### src/sv/ptw_pkg.sv
// ----------------------------------------------------------------------------
// ptw_pkg
// Shared constants, codes and helpers of the four-level page table engine.
// ----------------------------------------------------------------------------
package ptw_pkg;

  // table store geometry
  localparam int TABLE_PAGES = 16;
  localparam int PG_W        = (TABLE_PAGES > 1) ? $clog2(TABLE_PAGES) : 1;
  localparam int IDX_W       = 9;
  localparam int AW          = PG_W + IDX_W;
  localparam int DEPTH       = TABLE_PAGES * 512;
  localparam int NFP_W       = $clog2(TABLE_PAGES + 1);
  localparam int ENTRY_W     = 64;

  // request op codes
  localparam logic [2:0] OP_MAP4K   = 3'd0;
  localparam logic [2:0] OP_MAP2M   = 3'd1;
  localparam logic [2:0] OP_UNMAP4K = 3'd2;
  localparam logic [2:0] OP_UNMAP2M = 3'd3;
  localparam logic [2:0] OP_XLATE   = 3'd4;
  localparam logic [2:0] OP_FLAGS   = 3'd5;

  // response status codes
  localparam logic [2:0] ST_OK       = 3'd0;
  localparam logic [2:0] ST_ALIGN    = 3'd1;
  localparam logic [2:0] ST_MAPPED   = 3'd2;
  localparam logic [2:0] ST_UNMAPPED = 3'd3;
  localparam logic [2:0] ST_NOPAGE   = 3'd4;

  // entry bit positions
  localparam int E_PRESENT = 0;
  localparam int E_HUGE    = 7;

  // result of following a table entry
  typedef struct packed {
    logic            ok;
    logic [PG_W-1:0] pg;
  } child_t;

  // 9-bit table index of a virtual address at walk level 0..3
  function automatic logic [IDX_W-1:0] idx_of(input logic [47:0] va, input logic [1:0] lvl);
    logic [IDX_W-1:0] r;
    case (lvl)
      2'd0:    r = va[47:39];
      2'd1:    r = va[38:30];
      2'd2:    r = va[29:21];
      default: r = va[20:12];
    endcase
    return r;
  endfunction

endpackage

### src/sv/ptw_child.sv
// ----------------------------------------------------------------------------
// ptw_child
// Maps a table entry's address to a page of the store, or flags it unreachable.
// ----------------------------------------------------------------------------
module ptw_child import ptw_pkg::*; (
  input  logic [ENTRY_W-1:0] entry,
  input  logic [51:0]        root,
  output child_t             child
);
  logic [39:0] a;
  logic [39:0] r;
  logic [39:0] diff;

  // offset in pages from the store base
  always_comb begin
    a           = entry[51:12];
    r           = root[51:12];
    diff        = a - r;
    child.ok    = (a >= r) && (diff < 40'(TABLE_PAGES));
    child.pg    = diff[PG_W-1:0];
  end
endmodule

### config.mk
export PLATFORM = sky130hd
export DESIGN_NAME = ptw_child
export DESIGN_NICKNAME = d
export VERILOG_FILES = /design/src/sv/ptw_pkg.sv /design/src/sv/ptw_child.sv
export SDC_FILE = /design/constraint.sdc
export NUM_CORES = 1
export LEC_CHECK = 0
export BUFFER_PORTS_ARGS = -buffer_cell sky130_fd_sc_hd__buf_2
export CAP_MARGIN = 40
export CORE_UTILIZATION = 55
export DETAILED_ROUTE_END_ITERATION = 10
export PLACE_DENSITY = 0.95
export RECOVER_POWER = 25
export SYNTH_ARGS = -nofsm -noshare
export SYNTH_HDL_FRONTEND = slang
export SYNTH_SLANG_ARGS = --single-unit
### constraint.sdc
create_clock -name vclk -period 7.9
set_input_delay 1.58 -clock vclk [all_inputs]
set_output_delay 1.58 -clock vclk [all_outputs]
set_load 0.05 [all_outputs]
==> results of run 1 <==
## synth_stat cells, drive strengths merged (6+ instances only)
master	instances	area, sq um
nor2	26	97.6
nand2	37	139
a21oi	45	240
nor3	10	50.1
a21o	14	113
nand3	8	40.0
nor2b	6	37.5
inv	47	176
xor2	13	114
nand4	15	100
xnor2	16	140
ha	40	500
buf	9	51.3
o21ai	26	134
o21a	10	76.3
## cell type report
cell class / count / area [sq um] / share of cell area
inverters: 47 / 176 / 0.0543
well taps: 67 / 83.8 / 0.0258
multi-input cells: 350 / 2570 / 0.790
repair buffers: 85 / 424 / 0.130
## worst max-delay path, stage by stage
cell and delay (ns):
buf_2 0.10, inv_1 0.04, ha_1 0.16, inv_1 0.06, fa_1 0.41, a21o_1 0.23
a21o_4 0.26, a221oi_4 0.30, xnor2_1 0.11, nor4_2 0.21, nand4_1 0.12, nor4_1 0.35
nand4_1 0.14, nor4_1 0.27, and4_1 0.23, buf_2 0.26
## stage by stage
stage	worst slack [ns]	cells	total power (W)
2_1_floorplan	1.87	411	0.000208
3_3_place_gp	1.54	549	0.000262
3_5_place_dp	1.55	549	0.000269
4_1_cts	1.53	549	0.000271
5_1_grt	1.28	549	0.000301
6_report	1.50	549	0.000275
## where the power goes
group | internal [W] | switching, W | leakage [nW]
Clock | 0 | 0 | 0
Sequential | 0 | 0 | 0
Combinational | 0.000115 | 0.000160 | 1.61
## path summary, 6_finish.rpt
| kind | startpoint | endpoint | slack [ns] | cells past startpoint |
|---|---|---|---|---|
| worst min-delay path | entry[13] | child[1] | 3.67 | 3 |
| worst max-delay path | entry[12] | child[4] | 1.50 | 16 |
## metal layers
metal	global-route usage	vias up	wire, um
met5	0	-	0
met4	0.0491	0	91
met3	0.0165	12	390
met2	0.499	128	3610
met1	0.363	1484	3410
li1	-	1658	-
## kinds of logic after synthesis
| group | Yosys count | share of synthesized area |
|---|---|---|
| AO/OA/AOI/OAI | 152 | 0.398 |
| XOR/XNOR | 29 | 0.0903 |
| adder cells (fa/ha/maj) | 41 | 0.185 |
| multiplexers | 3 | 0.0111 |
| buffers and inverters | 61 | 0.0876 |
| AND/OR/NAND/NOR | 125 | 0.228 |
==> key figures, run 1 <==
Yosys
  – Post-synthesis cell area: around 2800 sq um
  – Synth Warn #: 0
  – Synth unique cells: 74
  – Syn Area/Cell: 6.85 sq um
  – Synthesized Nets: between 500 and 600
  – Seq/Total Area, Yosys: 0
  – Post-synthesis cell count: 411

Global routing
  – First-pass GRT wire length: 12,500 um
  – Vias in the first global route: 2,935
  – Largest net degree at the start of global routing: 13
  – Total Routing Usage GR: 0.277
  – Gr ovfl total: 0
  – Initial antenna violation count: 0

Floorplanning
  – Die Y: 73.5 um
  – Core Rows: 25
  – Core ar.: slightly below 5000 sq um
  – IO Pins: 121
  – Initial Utilization: 0.584
  – Die Wd: about 74 um
  – Die outline area: 5410 sq um

Detailed routing
  – Routed wire per std cell: 13.7 um
  – First drt pass iteration count: 5
  – ANT nets after route: 0
  – Aggregate routed wire length: 7510 um
  – Drt drc: 0
  – Vias: 3,282
  – First DRT Iteration DRCs: 224
  – Vias per inst: between 5 and 6

Layout
  – Layout cells sized above 1: 0.224
  – Final instance area: 3250 sq um
  – Nets: 641
  – Register area: 0 sq um
  – Fillers: approximately 440
  – Seq Cell Count: 0
  – Area grow syn2layout: 15.6%
  – Inserted Diodes: 0
  – Most common cell after layout, fill and taps aside: buf_2
  – Layout clock buffers: 0
  – Commonest cells after routing, fill and taps aside: buf_2 (84), inv_1 (47), a21oi_1 (43)
  – Util after Layout: 0.675

Timing
  – Final Hold Viols: 0
  – Min Clock Period, post-route: ~6.4 ns
  – Slew @ Worst Pin: 0.588 ns
  – TNS Setup: 0 ns
  – Slew margin rel.: 0.609
  – Hold_ws: 3.67 ns
  – Max-slew violations: 0
  – Final period utilization: 0.811
  – Final setup fails: 0
  – RSZ-0062 raised after global routing: false
  – Fmax: between 150 and 200 MHz

Pwr
  – PwrDens: around 85 nW/um^2
  – Worst IR Drop VDD: 0.0377 mV
  – Leakage Power: 1.61 nW

Status
  – Status: complete, no violations

Hold path
  – Hold/Removal Path Class: in -> out

Placement
  – Routability cong.: 0.937
  – DP Wirelength: 6400 um
  – PortBufs: 85
  – Area post-placement: about 3300 sq um

Critical path
  – Critical path type: in -> out
  – Worst Path Required: 6.32 ns
  – Worst setup EP type: primary output
  – Crit Path Max Fanout: 5
  – CP Data Arrival Time: 4.82 ns
  – Critical Path Source Type: input pin

CTS
  – Resized cells post-CTS: 0
  – Cts hold-fix bufs: 0
  – Setup bufs post-CTS: 0

Flow run
  – Max capacitance violation total: 0
No activity file was read; power rests on OpenSTA's default activity.
==> run 2, diff against run 1 <==
CORE_UTILIZATION = 51   (was 55)
clock period = 6.2 ns   (was 7.9 ns; I/O delays follow)
==> key figures, run 2 (synthesis results as in run 1) <==
Status
  – Status: complete, no violations

CTS
  – Cts hold-fix bufs: 0 (unchanged)
  – Resized cells post-CTS: 0 (unchanged)
  – Setup bufs post-CTS: 0 (unchanged)

Detailed routing
  – Vias per inst: 5.88 (-1.6%)
  – Aggregate routed wire length: 7470 um (-0.49%)
  – ANT nets after route: 0 (unchanged)
  – Drt drc: 0 (unchanged)
  – Vias: 3,247 (-1.1%)
  – Routed wire per std cell: 13.5 um (-1.0%)
  – First drt pass iteration count: 6 (+1)
  – First DRT Iteration DRCs: 169 (-25%)

Pwr
  – Power Total: 0.000348 W (+27%)
  – PwrDens: 107 nW/um^2 (+27%)
  – Worst IR Drop VDD: 0.0586 mV (+55%)
  – Leakage Power: 1.61 nW (unchanged)

Floorplanning
  – Die outline area: 5820 sq um (+7.6%)
  – IO Pins: 121 (unchanged)
  – Initial Utilization: 0.541 (-0.0435)
  – Die Wd: 76.3 um (+3.7%)
  – Core Rows: 26 (+4.0%)
  – Die Y: 76.3 um (+3.7%)
  – Core ar.: 5200 sq um (+8.1%)

Layout
  – Layout cells sized above 1: 0.224 (unchanged)
  – Fillers: 513 (+16%)
  – Most common cell after layout, fill and taps aside: buf_2
  – Area grow syn2layout: 15.7%
  – Register area: 0 sq um (unchanged)
  – Inserted Diodes: 0 (unchanged)
  – Area of the multi-input gates: 2570 sq um (unchanged)
  – Commonest cells after routing, fill and taps aside: buf_2 (84), inv_1 (47), a21oi_1 (43)
  – Nets: 641 (unchanged)
  – Non-Filler Instances: 552 (+0.55%)
  – Layout clock buffers: 0 (unchanged)
  – Seq Cell Count: 0 (unchanged)

Critical path
  – Worst setup EP type: primary output
  – Critical Path Source Type: input pin
  – Critical path type: in -> out
  – Crit Path Max Fanout: 5 (unchanged)
  – CP Data Arrival Time: 4.49 ns (-0.33 ns)
  – Worst Path Required: 4.96 ns (-1.36 ns)
  – Setup crit end: child[4]
  – Worst setup path startpoint: entry[12]

Placement
  – PortBufs: 85 (unchanged)
  – DP Wirelength: 6330 um (-1.1%)
  – Dpl cells: 552 (+0.55%)
  – Routability cong.: 0.909 (-3.0%)

Global routing
  – Initial antenna violation count: 0 (unchanged)
  – Total Routing Usage GR: 0.246 (-0.0308)
  – Gr ovfl total: 0 (unchanged)
  – Largest net degree at the start of global routing: 13 (unchanged)
  – Vias in the first global route: 3,014 (+2.7%)
  – First-pass GRT wire length: 12,500 um (+0.61%)

Timing
  – Max-slew violations: 0 (unchanged)
  – Final setup fails: 0 (unchanged)
  – Min Clock Period, post-route: 5.73 ns
  – Slew @ Worst Pin: 0.586 ns (-0.00231 ns)
  – RSZ-0062 raised after global routing: false
  – Slew margin rel.: 0.611 (+0.00153)
  – TNS Setup: 0 ns (unchanged)
  – Final Hold Viols: 0 (unchanged)
  – Fmax: 174 MHz
  – Final period utilization: 0.925

Flow run
  – Max capacitance violation total: 0 (unchanged)

Hold path
  – Hold/Removal Path Class: in -> out
## run 2: cell counts in the layout (fill, tap and decap cells not counted)
Identical to the previous run, type by type.
## run 2: worst min-delay path by stage
stage                         start  endpoint  slack [ns]  cells after the start
after floorplan            root[12]  child[0]        2.78                      2
after global placement     root[12]  child[0]        2.91                      4
after detailed placement   root[12]  child[0]        2.92                      4
after CTS                  root[12]  child[0]        2.92                      4
after global routing       root[12]  child[0]        3.02                      4
final                     entry[13]  child[1]        3.00                      3
## run 2: layout make-up
| class | instances | area share |
|---|---|---|
| timing repair buffer | 85 | 0.130 |
| multi-input combinational | 350 | 0.789 |
| inverter | 47 | 0.0542 |
| tap | 70 | 0.0269 |
## run 2: per-stage QoR
step / hold slack [ns] / instance area (sq um) / worst slack [ns] / util
floorplan: 2.78 / 2810 / 0.846 / -
global placement: 2.91 / 3260 / 0.569 / 0.626
detailed placement: 2.92 / 3260 / 0.528 / 0.626
CTS: 2.92 / 3260 / 0.524 / 0.626
global route: 3.02 / 3260 / 0.301 / 0.625
finish: 3.00 / 3260 / 0.466 / 0.625
## run 2: power by group
group	internal, W	leakage, nW	switching, W
clock	0	0	0
combinational	0.000147	1.61	0.000202
sequential	0	0	0
## run 2: metal layers
| metal | global-route usage | vias up | wire [um] |
|---|---|---|---|
| li1 | - | 1661 | - |
| met1 | 0.315 | 1456 | 3420 |
| met2 | 0.449 | 114 | 3610 |
| met3 | 0.0108 | 16 | 311 |
| met4 | 0.0577 | 0 | 132 |
| met5 | 0 | - | 0 |
## run 2: critical path, cell delays in order
cell and delay (ns):
buf_2 0.10, inv_1 0.04, ha_1 0.16, inv_1 0.06, fa_1 0.40, a21o_1 0.23, a21o_4 0.26, a221oi_4 0.30
xnor2_1 0.11, nor4_2 0.23, nand4_1 0.13, nor4_1 0.34, nand4_1 0.13, nor4_1 0.27, and4_1 0.24, buf_2 0.27
